--- src/srec_pkg.sv ---
// Shared types, constants and helpers for the S-record S3 encoder.
// No dependencies; imported by every module of the block but srec_ram.
`timescale 1ns / 1ps

package srec_pkg;

  // Default chunk size in bytes (one S3 record at most)
  localparam int DEF_CHUNK_BYTES = 32;

  // ASCII characters of the record header
  localparam logic [6:0] CHAR_S  = 7'h53;
  localparam logic [6:0] CHAR_3  = 7'h33;
  localparam logic [6:0] CHAR_7  = 7'h37;

  // Fixed bytes
  localparam logic [7:0] BYTE_FF      = 8'hFF;
  localparam logic [7:0] COUNT_EXTRA  = 8'h05;
  localparam logic [7:0] S7_COUNT     = 8'h05;
  localparam logic [7:0] S7_CSUM      = 8'hFA;
  localparam logic [7:0] BYTE_ZERO    = 8'h00;

  // Input word
  typedef struct packed {
    logic [7:0] data_byte;
    logic       has_data;
    logic       end_of_stream;
  } in_word_t;

  // Result word: one character pair
  typedef struct packed {
    logic [6:0] char_first;
    logic [6:0] char_second;
    logic       line_end;
    logic       last;
  } out_word_t;

  // Pair handed from the sequencer to the output register
  typedef struct packed {
    logic      valid;
    out_word_t word;
  } emit_t;

  // Sequencer states
  typedef enum logic [3:0] {
    ST_IDLE,
    ST_LOAD,
    ST_HDR,
    ST_CNT,
    ST_ADDR,
    ST_RD,
    ST_DAT,
    ST_CSUM,
    ST_S7HDR,
    ST_S7BODY
  } seq_state_t;

  // Upper-case ASCII hex digit of a nibble
  function automatic logic [6:0] hex_digit(input logic [3:0] v);
    logic [6:0] c;
    if (v < 4'd10) begin
      c = 7'h30 + {3'b000, v};
    end else begin
      c = 7'h37 + {3'b000, v};
    end
    return c;
  endfunction

endpackage

--- src/srecord_s3_encoder_core.sv ---
// A word that flushes a chunk of n bytes goes through ST_LOAD to ST_HDR, whose pair is first
// into the output register; the S3 record has n+7 pairs, each data pair read from the chunk
// RAM in ST_RD; at end of stream the S7 record adds 7. A buffer-only word leaves in_stall
// low; else it is high from acceptance until the final pair enters the output register.
// Reset (synchronous, rst_n low) empties the chunk, zeroes offset and start address.
// Top level: config register, sequencer and output register. Depends on srec_pkg, srec_ctrl.
`timescale 1ns / 1ps

module srecord_s3_encoder_core
  import srec_pkg::*;
#(
  parameter int CHUNK_BYTES = DEF_CHUNK_BYTES
) (
  input  logic        clk,
  input  logic        rst_n,
  input  logic        cfg_we,
  input  logic [31:0] cfg_wdata,
  input  logic        in_valid,
  input  in_word_t    in_word,
  output logic        in_stall,
  output logic        out_valid,
  output out_word_t   out_word,
  input  logic        out_stall
);

  logic [31:0] start_addr_r;
  logic        out_valid_r;
  out_word_t   out_word_r;
  logic        go;
  emit_t       emit;

  // Start address register
  always_ff @(posedge clk) begin
    if (!rst_n) begin
      start_addr_r <= '0;
    end else if (cfg_we) begin
      start_addr_r <= cfg_wdata;
    end
  end

  // Output slot free or being taken
  assign go = !out_valid_r || !out_stall;

  srec_ctrl #(
    .CHUNK_BYTES (CHUNK_BYTES)
  ) u_ctrl (
    .clk        (clk),
    .rst_n      (rst_n),
    .in_valid   (in_valid),
    .in_word    (in_word),
    .in_stall   (in_stall),
    .start_addr (start_addr_r),
    .go         (go),
    .emit       (emit)
  );

  // Output register
  always_ff @(posedge clk) begin
    if (!rst_n) begin
      out_valid_r <= 1'b0;
    end else if (go) begin
      out_valid_r <= emit.valid;
    end
  end

  always_ff @(posedge clk) begin
    if (go) begin
      out_word_r <= emit.word;
    end
  end

  assign out_valid = out_valid_r;
  assign out_word  = out_word_r;

endmodule

--- src/srec_ram.sv ---
// Generic single-write, single-read RAM with registered read data.
// No dependencies.
`timescale 1ns / 1ps

module srec_ram #(
  parameter int WIDTH = 8,
  parameter int DEPTH = 32,
  localparam int AW = (DEPTH > 1) ? $clog2(DEPTH) : 1
) (
  input  logic             clk,
  input  logic             we,
  input  logic [AW-1:0]    waddr,
  input  logic [WIDTH-1:0] wdata,
  input  logic             re,
  input  logic [AW-1:0]    raddr,
  output logic [WIDTH-1:0] rdata
);

  logic [WIDTH-1:0] mem [DEPTH];
  logic [WIDTH-1:0] rdata_r;

  // Write port
  always_ff @(posedge clk) begin
    if (we) begin
      mem[waddr] <= wdata;
    end
  end

  // Registered read; data holds until the next read
  always_ff @(posedge clk) begin
    if (re) begin
      rdata_r <= mem[raddr];
    end
  end

  assign rdata = rdata_r;

endmodule

--- src/srec_ctrl.sv ---
// Record sequencer: chunk buffer in RAM, running sum, offset and pair generation.
// Depends on srec_pkg and srec_ram.
`timescale 1ns / 1ps

module srec_ctrl
  import srec_pkg::*;
#(
  parameter int CHUNK_BYTES = DEF_CHUNK_BYTES
) (
  input  logic        clk,
  input  logic        rst_n,
  input  logic        in_valid,
  input  in_word_t    in_word,
  output logic        in_stall,
  input  logic [31:0] start_addr,
  input  logic        go,
  output emit_t       emit
);

  localparam int AW = (CHUNK_BYTES > 1) ? $clog2(CHUNK_BYTES) : 1;
  localparam int FW = $clog2(CHUNK_BYTES + 1);

  seq_state_t    state_r, state_nxt;
  logic [FW-1:0] fill_r, fill_nxt;
  logic [7:0]    sum_r, sum_nxt;
  logic [31:0]   offset_r, offset_nxt;
  logic [31:0]   addr_r, addr_nxt;
  logic [7:0]    csum_r, csum_nxt;
  logic [2:0]    cnt_r, cnt_nxt;
  logic [AW-1:0] idx_r, idx_nxt;
  logic          eos_r, eos_nxt;

  logic          acc;
  logic [FW-1:0] fill_in;
  logic          flush_now;
  logic          last_data;
  logic [7:0]    count_byte;
  logic [7:0]    rd_byte;
  logic          ram_we;
  logic          ram_re;

  // Input side
  assign in_stall  = (state_r != ST_IDLE);
  assign acc       = in_valid && (state_r == ST_IDLE);
  assign fill_in   = fill_r + FW'(in_word.has_data);
  assign flush_now = (in_word.has_data && (fill_in == FW'(CHUNK_BYTES)))
                  || (in_word.end_of_stream && (fill_in != '0));
  assign ram_we    = acc && in_word.has_data;
  assign ram_re    = (state_r == ST_RD);
  assign last_data = ((FW'(idx_r) + FW'(1)) == fill_r);
  assign count_byte = 8'(fill_r) + COUNT_EXTRA;

  // Chunk buffer; writes only in idle, reads only while flushing
  srec_ram #(
    .WIDTH (8),
    .DEPTH (CHUNK_BYTES)
  ) u_chunk (
    .clk   (clk),
    .we    (ram_we),
    .waddr (AW'(fill_r)),
    .wdata (in_word.data_byte),
    .re    (ram_re),
    .raddr (idx_r),
    .rdata (rd_byte)
  );

  // Next state
  always_comb begin
    state_nxt = state_r;
    case (state_r)
      ST_IDLE: begin
        if (acc) begin
          if (flush_now) begin
            state_nxt = ST_LOAD;
          end else if (in_word.end_of_stream) begin
            state_nxt = ST_S7HDR;
          end
        end
      end
      ST_LOAD:  state_nxt = ST_HDR;
      ST_HDR:   if (go) state_nxt = ST_CNT;
      ST_CNT:   if (go) state_nxt = ST_ADDR;
      ST_ADDR:  if (go && cnt_r == 3'd3) state_nxt = ST_RD;
      ST_RD:    state_nxt = ST_DAT;
      ST_DAT: begin
        if (go) begin
          state_nxt = last_data ? ST_CSUM : ST_RD;
        end
      end
      ST_CSUM: begin
        if (go) begin
          state_nxt = eos_r ? ST_S7HDR : ST_IDLE;
        end
      end
      ST_S7HDR:  if (go) state_nxt = ST_S7BODY;
      ST_S7BODY: if (go && cnt_r == 3'd5) state_nxt = ST_IDLE;
      default:   state_nxt = ST_IDLE;
    endcase
  end

  // Pair output
  always_comb begin
    logic [7:0] b;
    b = BYTE_ZERO;
    emit = '0;
    case (state_r)
      ST_HDR: begin
        emit.valid = 1'b1;
        emit.word.char_first  = CHAR_S;
        emit.word.char_second = CHAR_3;
      end
      ST_S7HDR: begin
        emit.valid = 1'b1;
        emit.word.char_first  = CHAR_S;
        emit.word.char_second = CHAR_7;
      end
      ST_CNT, ST_ADDR, ST_DAT, ST_CSUM, ST_S7BODY: begin
        case (state_r)
          ST_CNT:  b = count_byte;
          ST_ADDR: b = addr_r[8*(3 - int'(cnt_r[1:0])) +: 8];
          ST_DAT:  b = rd_byte;
          ST_CSUM: b = csum_r;
          default: begin
            if (cnt_r == 3'd0) begin
              b = S7_COUNT;
            end else if (cnt_r == 3'd5) begin
              b = S7_CSUM;
            end else begin
              b = BYTE_ZERO;
            end
          end
        endcase
        emit.valid = 1'b1;
        emit.word.char_first  = hex_digit(b[7:4]);
        emit.word.char_second = hex_digit(b[3:0]);
        if (state_r == ST_CSUM) begin
          emit.word.line_end = 1'b1;
          emit.word.last     = !eos_r;
        end else if (state_r == ST_S7BODY && cnt_r == 3'd5) begin
          emit.word.line_end = 1'b1;
          emit.word.last     = 1'b1;
        end
      end
      default: emit = '0;
    endcase
  end

  // Datapath next values
  always_comb begin
    fill_nxt   = fill_r;
    sum_nxt    = sum_r;
    offset_nxt = offset_r;
    addr_nxt   = addr_r;
    csum_nxt   = csum_r;
    cnt_nxt    = cnt_r;
    idx_nxt    = idx_r;
    eos_nxt    = eos_r;
    case (state_r)
      ST_IDLE: begin
        if (acc) begin
          eos_nxt = in_word.end_of_stream;
          if (in_word.has_data) begin
            fill_nxt = fill_in;
            sum_nxt  = sum_r + in_word.data_byte;
          end
        end
      end
      ST_LOAD: addr_nxt = start_addr + offset_r;
      ST_HDR: begin
        cnt_nxt  = '0;
        csum_nxt = BYTE_FF - (count_byte + addr_r[31:24] + addr_r[23:16]
                              + addr_r[15:8] + addr_r[7:0] + sum_r);
      end
      ST_ADDR: begin
        if (go) begin
          cnt_nxt = cnt_r + 3'd1;
          idx_nxt = '0;
        end
      end
      ST_DAT: begin
        if (go && !last_data) begin
          idx_nxt = idx_r + AW'(1);
        end
      end
      ST_CSUM: begin
        if (go) begin
          offset_nxt = offset_r + 32'(fill_r);
          fill_nxt   = '0;
          sum_nxt    = '0;
        end
      end
      ST_S7HDR: cnt_nxt = '0;
      ST_S7BODY: begin
        if (go) begin
          cnt_nxt = cnt_r + 3'd1;
          if (cnt_r == 3'd5) begin
            offset_nxt = '0;
            fill_nxt   = '0;
            sum_nxt    = '0;
          end
        end
      end
      default: ;
    endcase
  end

  // Registers
  always_ff @(posedge clk) begin
    if (!rst_n) begin
      state_r  <= ST_IDLE;
      fill_r   <= '0;
      sum_r    <= '0;
      offset_r <= '0;
      cnt_r    <= '0;
      idx_r    <= '0;
      eos_r    <= 1'b0;
    end else begin
      state_r  <= state_nxt;
      fill_r   <= fill_nxt;
      sum_r    <= sum_nxt;
      offset_r <= offset_nxt;
      cnt_r    <= cnt_nxt;
      idx_r    <= idx_nxt;
      eos_r    <= eos_nxt;
    end
  end

  // Payload registers
  always_ff @(posedge clk) begin
    addr_r <= addr_nxt;
    csum_r <= csum_nxt;
  end

endmodule

--- config.mk ---
export PLATFORM = sky130hd
export DESIGN_NAME = srecord_s3_encoder_core
export DESIGN_NICKNAME = d
export VERILOG_FILES = /design/src/srec_pkg.sv /design/src/srecord_s3_encoder_core.sv /design/src/srec_ram.sv /design/src/srec_ctrl.sv
export SDC_FILE = /design/constraint.sdc
export NUM_CORES = 1
export LEC_CHECK = 0
export ABC_AREA = 1
export BUFFER_PORTS_ARGS = -buffer_cell sky130_fd_sc_hd__clkbuf_2
export CORE_ASPECT_RATIO = 0.7
export CORE_UTILIZATION = 44
export CTS_CLUSTER_DIAMETER = 120
export DETAILED_ROUTE_END_ITERATION = 8
export GPL_ROUTABILITY_DRIVEN = 0
export PLACE_DENSITY = 0.64
export SYNTH_ARGS = -nofsm -noshare
export SYNTH_HDL_FRONTEND = slang
export SYNTH_HIERARCHICAL = 1
export SYNTH_SLANG_ARGS = --single-unit
--- constraint.sdc ---
create_clock -name clk -period 3.4 [get_ports clk]
set_input_delay 0 -clock clk [delete_from_list [all_inputs] [get_ports clk]]
set_output_delay 0 -clock clk [all_outputs]
set_load 0.03 [all_outputs]
==> impl_metrics.csv, run 1 <==
group,metric,value,unit
floorplan,num_rows,67,
synth,ys_warn_count,6,
clock_tree,cts_root_buffer,"clkbuf_16",
sta,tns,-0.1344,ns
sta,hold_viol_final,0,
power_and_ir_drop,p_leak,10.32,nW
floorplan,io_pins,65,
synth,synth-async-reset-ratio,0,
global_routing,grt_max_degree,129,
sta,finalWorstPathRequiredPeriod,3.501,ns
synth,synth_cell_types,55,
power_and_ir_drop,irDropWorstVdd,0.4212,mV
setup_path,critPathLaunchType,"flop",
sta,slew_headroom,0.1091,
clock_tree,cts_tree,"yes",
final_layout,drive_gt1_frac,0.1057,
final_layout,fin_cells,3324,
synth,synth_seq_area_share,0.5260,
floorplan,dieArea,50390,µm²
drt,vias,17730,
global_routing,grt_usage,0.2415,
clock_tree,cts_made_buffers,42,
sta,fmax,285.6,MHz
synth,ys_seq_elements,412,
drt,drtIter0Drc,2061,
global_routing,grt_overflow,0,
setup_path,crit_required,3.72,ns
sta,tightest_slew,1.335,ns
clock_tree,cts.sinks,412,
floorplan,die_y,188.1,µm
clock_tree,insertion_delay,0.58,ns
sta,setup_slack,-0.1012,ns
flow_run,timing.max_cap.violations,0,
worst_hold_path,min_delay_path_depth,4,
drt,ant_nets,0,
global_routing,grt_pass1_vias,16620,
synth,synthFlopType,"edfxtp_1",
placement,place_hpwl,42.43,mm
final_layout,fill_cells,4390,
drt,wl_per_cell,18.13,µm
synth,netlist_instances,2490,
sta,slew_violations,0,
setup_path,crit_path_end_kind,"flop",
clock_tree,cts.reportedPaths.clkPinSlew,0.06,ns
setup_path,cp_max_fo,4,
synth,avgSynthCellArea,8.743,µm²
sta,post-route-period-util,1.030,
floorplan,coreArea,48370,µm²
synth,synth_top_cell_area_share,0.4414,
final_layout,nNetsFinal,2774,
clock_tree,ctsHtreeMaxLevel,2,
final_layout,layout_common_cells,"784 x nand2_1, 320 x edfxtp_1, 301 x nand3_1",
synth,synth_top_cell_by_area,"edfxtp_1",
synth,netlist_top_cells_area,"edfxtp_1 44%, nand2_1 14%, dfxtp_1 8.5%",
placement,dp.cells,3201,
placement,io_buffer_count,64,
status,violations,"negative setup slack",
drt,avgViaCountPerCell,5.334,
floorplan,initial_core_util,0.4501,
drt,drtPass1Iterations,6,
worst_hold_path,hp-class,"input port to flop",
sta,setup_viol,2,
final_layout,mostFrequentLayoutCell,"nand2_1",
power_and_ir_drop,p_per_area,673.5,nW/µm²
setup_path,reg2reg_slack,-0.10,ns
synth,synth_nets,2628,
sta,clock_skew,0.02204,ns
final_layout,area_delta_synth_final,14.32,%
status,status,"finished with violations",
floorplan,die_w,267.9,µm
setup_path,arrival,3.82,ns
setup_path,ff2ff_path_depth,17,
drt,drc,0,
drt,drt_wl_total,60.27,mm
sta,rsz0062_at_grt,"yes",
global_routing,antenna_found_initial,2,
setup_path,worstSetupPathType,"flop to flop",
synth,synth-edff-count,320,
synth,syn_area,21770,µm²
clock_tree,cts.path.max_buffers,3,
global_routing,grt_pass1_wl,93.85,mm
==> where the power goes <==
group	switching, W	total, W	leakage [nW]	internal, W
registers	0.000194	0.00605	3.69	0.00586
clock network	0.00194	0.00461	0.658	0.00267
logic	0.00394	0.00610	5.98	0.00216
total	0.00607	0.0168	10.3	0.0107
==> cell usage after synthesis, types with 4 or more instances <==
library cell and count:
clkbuf_1 15, dfxtp_1 92, nand4_1 20, nor2_1 253, nand3b_1 5, xor2_1 26
nand3_1 302, inv_1 226, nor3_1 24, or2_2 5, edfxtp_1 320, o21ai_0 56
nor2_2 9, nand2_1 794, inv_2 7, fa_1 29, a21o_1 5, o211ai_1 8
ha_1 62, o21bai_1 4, xnor2_1 14, nand2_4 5, a21boi_0 5, buf_6 31
buf_2 21, a21oi_1 97, o21ai_1 7, buf_4 8
==> worst max-delay path: stages, from the launching register on <==
cell      delay [ns]
dfxtp_4         0.36
ha_4            0.17
nor2_4          0.14
nor2_4          0.06
inv_2           0.06
nand2_2         0.06
fa_1            0.47
fa_1            0.50
inv_1           0.05
fa_1            0.50
inv_2           0.05
ha_4            0.24
nand2_4         0.07
a21oi_2         0.06
a211oi_2        0.25
nand2_1         0.08
nand2_1         0.08
nand2_1         0.05
==> cells by family after synthesis <==
logic type	count (synthesis)	synth area share
xor+xnor	40	0.01609
simple gates	1429	0.2746
fa+ha+maj	92	0.06276
buf+inv	314	0.06764
compound gates	203	0.05293
flops	412	0.5260
==> registers in the layout, summed over array words and instances (netlist names) <==
signal and count:
u_ctrl/eos_r 1, u_ctrl/u_chunk/mem 256, out_valid 1, u_ctrl/offset_r 32
u_ctrl/csum_r 8, u_ctrl/addr_r 32, u_ctrl/idx_r 5, u_ctrl/fill_r 6
u_ctrl/u_chunk/rdata 8, start_addr_r 32, u_ctrl/state_r 4, out_word 16
u_ctrl/sum_r 8, u_ctrl/cnt_r 3
==> routing by layer <==
metal  GRT usage  share of wire  vias to the layer above
met5           0              0                        -
met4     0.06703          0.021                        0
met3     0.04609          0.090                       87
met2      0.3348           0.41                      704
met1      0.3783           0.48                     8402
li1            -              -                     8537
==> area by class of cell <==
| type | count | area, µm² | area share |
|---|---|---|---|
| timing repair buffer | 179 | 1320 | 0.05304 |
| clock buffer | 60 | 1194 | 0.04796 |
| inverter | 237 | 898.4 | 0.03610 |
| tap | 655 | 819.5 | 0.03293 |
| clock inverter | 16 | 161.4 | 0.006485 |
| multi-input combinational | 1764 | 9020 | 0.3624 |
| antenna | 1 | 2.502 | 0.0001005 |
| sequential | 412 | 11470 | 0.4610 |
==> path summary, 6_finish.rpt <==
kind | end | start
worst min register to register | start_addr_r[30] | start_addr_r[30]
worst max register to register | u_ctrl/csum_r[7] | u_ctrl/fill_r[0]
worst max-delay path | u_ctrl/csum_r[7] | u_ctrl/fill_r[0]
worst min-delay path | u_ctrl/sum_r[1] | in_word[3]
==> what timing repair did <==
action,in CTS,in global routing
setup buffers,1,2
cloned,0,0
hold buffers,43,0
pin swaps,12,30
gates resized for setup,13,21
hold endpoints to repair,47,0
setup endpoints to repair,3,5
==> stage by stage <==
stage          instance area [µm²]  power, W  setup WS [ns]  hold WS [ns]  utilization
2_1_floorplan                21870   0.01003       0.003086       0.09887            -
3_3_place_gp                 22970   0.01154        -0.1515        0.2368       0.4748
3_5_place_dp                 22970   0.01163        -0.1745        0.2459       0.4748
4_1_cts                      24820   0.01650       -0.09594       0.08074       0.5131
5_1_grt                      24890   0.01772        -0.1895       0.09185       0.5145
6_report                     24890   0.01676        -0.1012        0.1037       0.5145
Note: power is estimated with default switching activity, not from simulation.
==> run 2: changes to the inputs <==
- CORE_MARGIN: unset -> 2
==> run 2 against run 1 <==
Global-route usage shrank 0.80 points. Sequential cell count unchanged. Maximum frequency is 1.8% lower. Via count increased by 0.47%. Register-to-register slack worse by 0.06 ns. Utilization down 0.66 points. The flow still finishes with violations (negative setup slack). Sequential share of layout area fell by 0.086 points. First-iteration DRC count grew 5.2%.
==> impl_metrics.csv, run 2 (synthesis results as in run 1) <==
group,metric,value,unit
final_layout,area_delta_synth_final,14.53,%
drt,avgViaCountPerCell,5.328,
floorplan,io_pins,65,
setup_path,arrival,3.87,ns
setup_path,rr_endpoint,"u_ctrl/csum_r[7]",
flow_run,timing.max_cap.violations,0,
final_layout,nNetsFinal,2785,
sta,slew_headroom,0.1330,
worst_hold_path,min_delay_path_depth,3,
global_routing,grt_pass1_vias,16670,
final_layout,drive_gt1_frac,0.1098,
clock_tree,cts.reportedPaths.clkPinSlew,0.06,ns
drt,vias,17810,
placement,placed_cell_area,23040,µm²
final_layout,fill_cells,4530,
sta,rsz0062_at_grt,"yes",
global_routing,grt_usage,0.2335,
setup_path,crit_path_end_kind,"flop",
placement,place_hpwl,42.35,mm
sta,tightest_slew,1.299,ns
floorplan,num_rows,68,
clock_tree,insertion_delay,0.58,ns
sta,setup_viol,3,
power_and_ir_drop,p_sw_frac,0.3655,
floorplan,die_w,269.9,µm
clock_tree,cts.sinks,412,
sta,clock_skew,0.02689,ns
drt,drc,0,
setup_path,ff2ff_path_depth,17,
power_and_ir_drop,irDropWorstVdd,0.4448,mV
sta,setup_slack,-0.1661,ns
final_layout,ff_latch_area,11470,µm²
final_layout,design_area,24930,µm²
clock_tree,cts.path.max_buffers,3,
power_and_ir_drop,pwr-share-clk,0.272,
drt,drtPass1Iterations,6,
placement,pre_cts_ws,-0.1928,ns
sta,hold_viol_final,0,
status,status,"finished with violations",
drt,ant_nets,0,
final_layout,mostFrequentLayoutCell,"nand2_1",
final_layout,multi_input_comb_area,9024,µm²
drt,wl_per_cell,17.95,µm
floorplan,dieArea,51300,µm²
power_and_ir_drop,p_comb_frac,0.365,
sta,fmax,280.4,MHz
clock_tree,cts_tree,"yes",
setup_path,reg2reg_slack,-0.17,ns
clock_tree,cts_made_buffers,42,
final_layout,largest_register_ffs,256,
final_layout,layout_common_cells,"781 x nand2_1, 320 x edfxtp_1, 300 x nand3_1",
power_and_ir_drop,pwr-share-seq,0.362,
placement,io_buffer_count,64,
status,violations,"negative setup slack",
floorplan,die_y,190.1,µm
worst_hold_path,min_from,"cfg_we",
global_routing,antenna_found_initial,1,
sta,post-route-period-util,1.049,
global_routing,grt_max_degree,83,
setup_path,crit_required,3.71,ns
setup_path,rr_startpoint,"u_ctrl/fill_r[0]",
drt,drtIter0Drc,2169,
clock_tree,ctsHtreeMaxLevel,2,
floorplan,coreArea,49090,µm²
sta,slew_violations,0,
power_and_ir_drop,p_leak,10.36,nW
floorplan,initial_core_util,0.4435,
global_routing,grt_overflow,0,
global_routing,grt_pass1_wl,93.61,mm
drt,drt_wl_total,59.99,mm
setup_path,worstSetupPathType,"flop to flop",
worst_hold_path,min_to,"start_addr_r[13]",
power_and_ir_drop,p_sw,0.006086,W
setup_path,cp_max_fo,4,
clock_tree,cts_root_buffer,"clkbuf_16",
power_and_ir_drop,p_per_area,667.8,nW/µm²
power_and_ir_drop,internal_power,0.01056,W
worst_hold_path,hp-class,"input port to flop",
final_layout,largest-register,"u_ctrl/u_chunk/mem",
sta,finalWorstPathRequiredPeriod,3.566,ns
setup_path,critPathLaunchType,"flop",
-- run 2: cell count changes in the layout (fill, tap and decap cells not counted), moves of 2 or more --
| cell | previous run | this run |
|---|---|---|
| nand2_2 | 7 | 11 |
| clkbuf_8 | 3 | 0 |
| dlygate4sd3_1 | 43 | 41 |
| clkinv_2 | 6 | 9 |
| buf_4 | 69 | 83 |
| nand2_1 | 784 | 781 |
| clkbuf_2 | 66 | 64 |
| clkinv_1 | 6 | 8 |
-- run 2: how the worst max path moves through the flow --
stage                                 from                to  slack (ns)  depth (start not counted)
after detailed placement  u_ctrl/fill_r[0]  u_ctrl/csum_r[7]       -0.19                         16
after global routing      u_ctrl/fill_r[0]  u_ctrl/csum_r[7]       -0.26                         17
after CTS                 u_ctrl/fill_r[0]  u_ctrl/csum_r[7]       -0.05                         17
after floorplan           u_ctrl/fill_r[3]  u_ctrl/csum_r[6]       0.003                         16
after global placement    u_ctrl/fill_r[0]  u_ctrl/csum_r[7]       -0.14                         16
final                     u_ctrl/fill_r[0]  u_ctrl/csum_r[7]       -0.17                         17
-- run 2: power groups by stage --
stage	clock network [W]	logic, W	registers, W
after floorplan	0	0.00379	0.00624
after global placement	0	0.00538	0.00613
after detailed placement	0	0.00551	0.00614
after CTS	0.00464	0.00574	0.00603
after global routing	0.00482	0.00668	0.00606
final	0.00454	0.00608	0.00603
-- run 2: critical path, cell delays in order, from the launching register on --
cell and delay (ns):
dfxtp_4 0.37, ha_4 0.17, nor2_4 0.15, nor2_4 0.07, inv_2 0.06, nand2_2 0.05, fa_1 0.46, fa_1 0.50
inv_1 0.05, fa_1 0.49, inv_2 0.05, ha_4 0.29, nand2_2 0.07, a21oi_2 0.16, a211oi_2 0.08, buf_4 0.14
nand3_1 0.09, nand2_1 0.07
-- run 2: repair_timing --
| item | in CTS | in global routing |
|---|---|---|
| hold buffers | 41 | 0 |
| endpoints found under the setup margin | 3 | 5 |
| endpoints found under the hold margin | 50 | 0 |
| pin swaps | 9 | 23 |
| gates resized for setup | 12 | 23 |
| setup buffers | 2 | 4 |
-- run 2: final cells by class --
type,instances,area share
diodes,1,0.0001004
clock buffers,53,0.04466
clock inverters,21,0.008280
inverters,237,0.03603
multi-input cells,1764,0.3619
flip-flops and latches,412,0.4601
well taps,665,0.03337
repair buffers,190,0.05555
-- run 2: metal layers --
| layer | GRT usage | share of wire |
|---|---|---|
| met1 | 0.3670 | 0.48 |
| met2 | 0.3314 | 0.41 |
| met3 | 0.03685 | 0.089 |
| met4 | 0.06090 | 0.020 |
| met5 | 0 | 0 |
-- run 2: through the flow --
stage,std cells,hold slack (ns),setup TNS [ns],power (W),util
final,3343,0.04789,-0.2900,0.01665,0.5079
after global routing,3342,0.08963,-0.5746,0.01756,0.5079
after CTS,3338,0.02534,-0.09029,0.01642,0.5060
after detailed placement,3221,0.2374,-0.3210,0.01164,0.4693
after global placement,3221,0.2455,-0.1799,0.01151,0.4693
after floorplan,2490,0.09887,0,0.01003,-
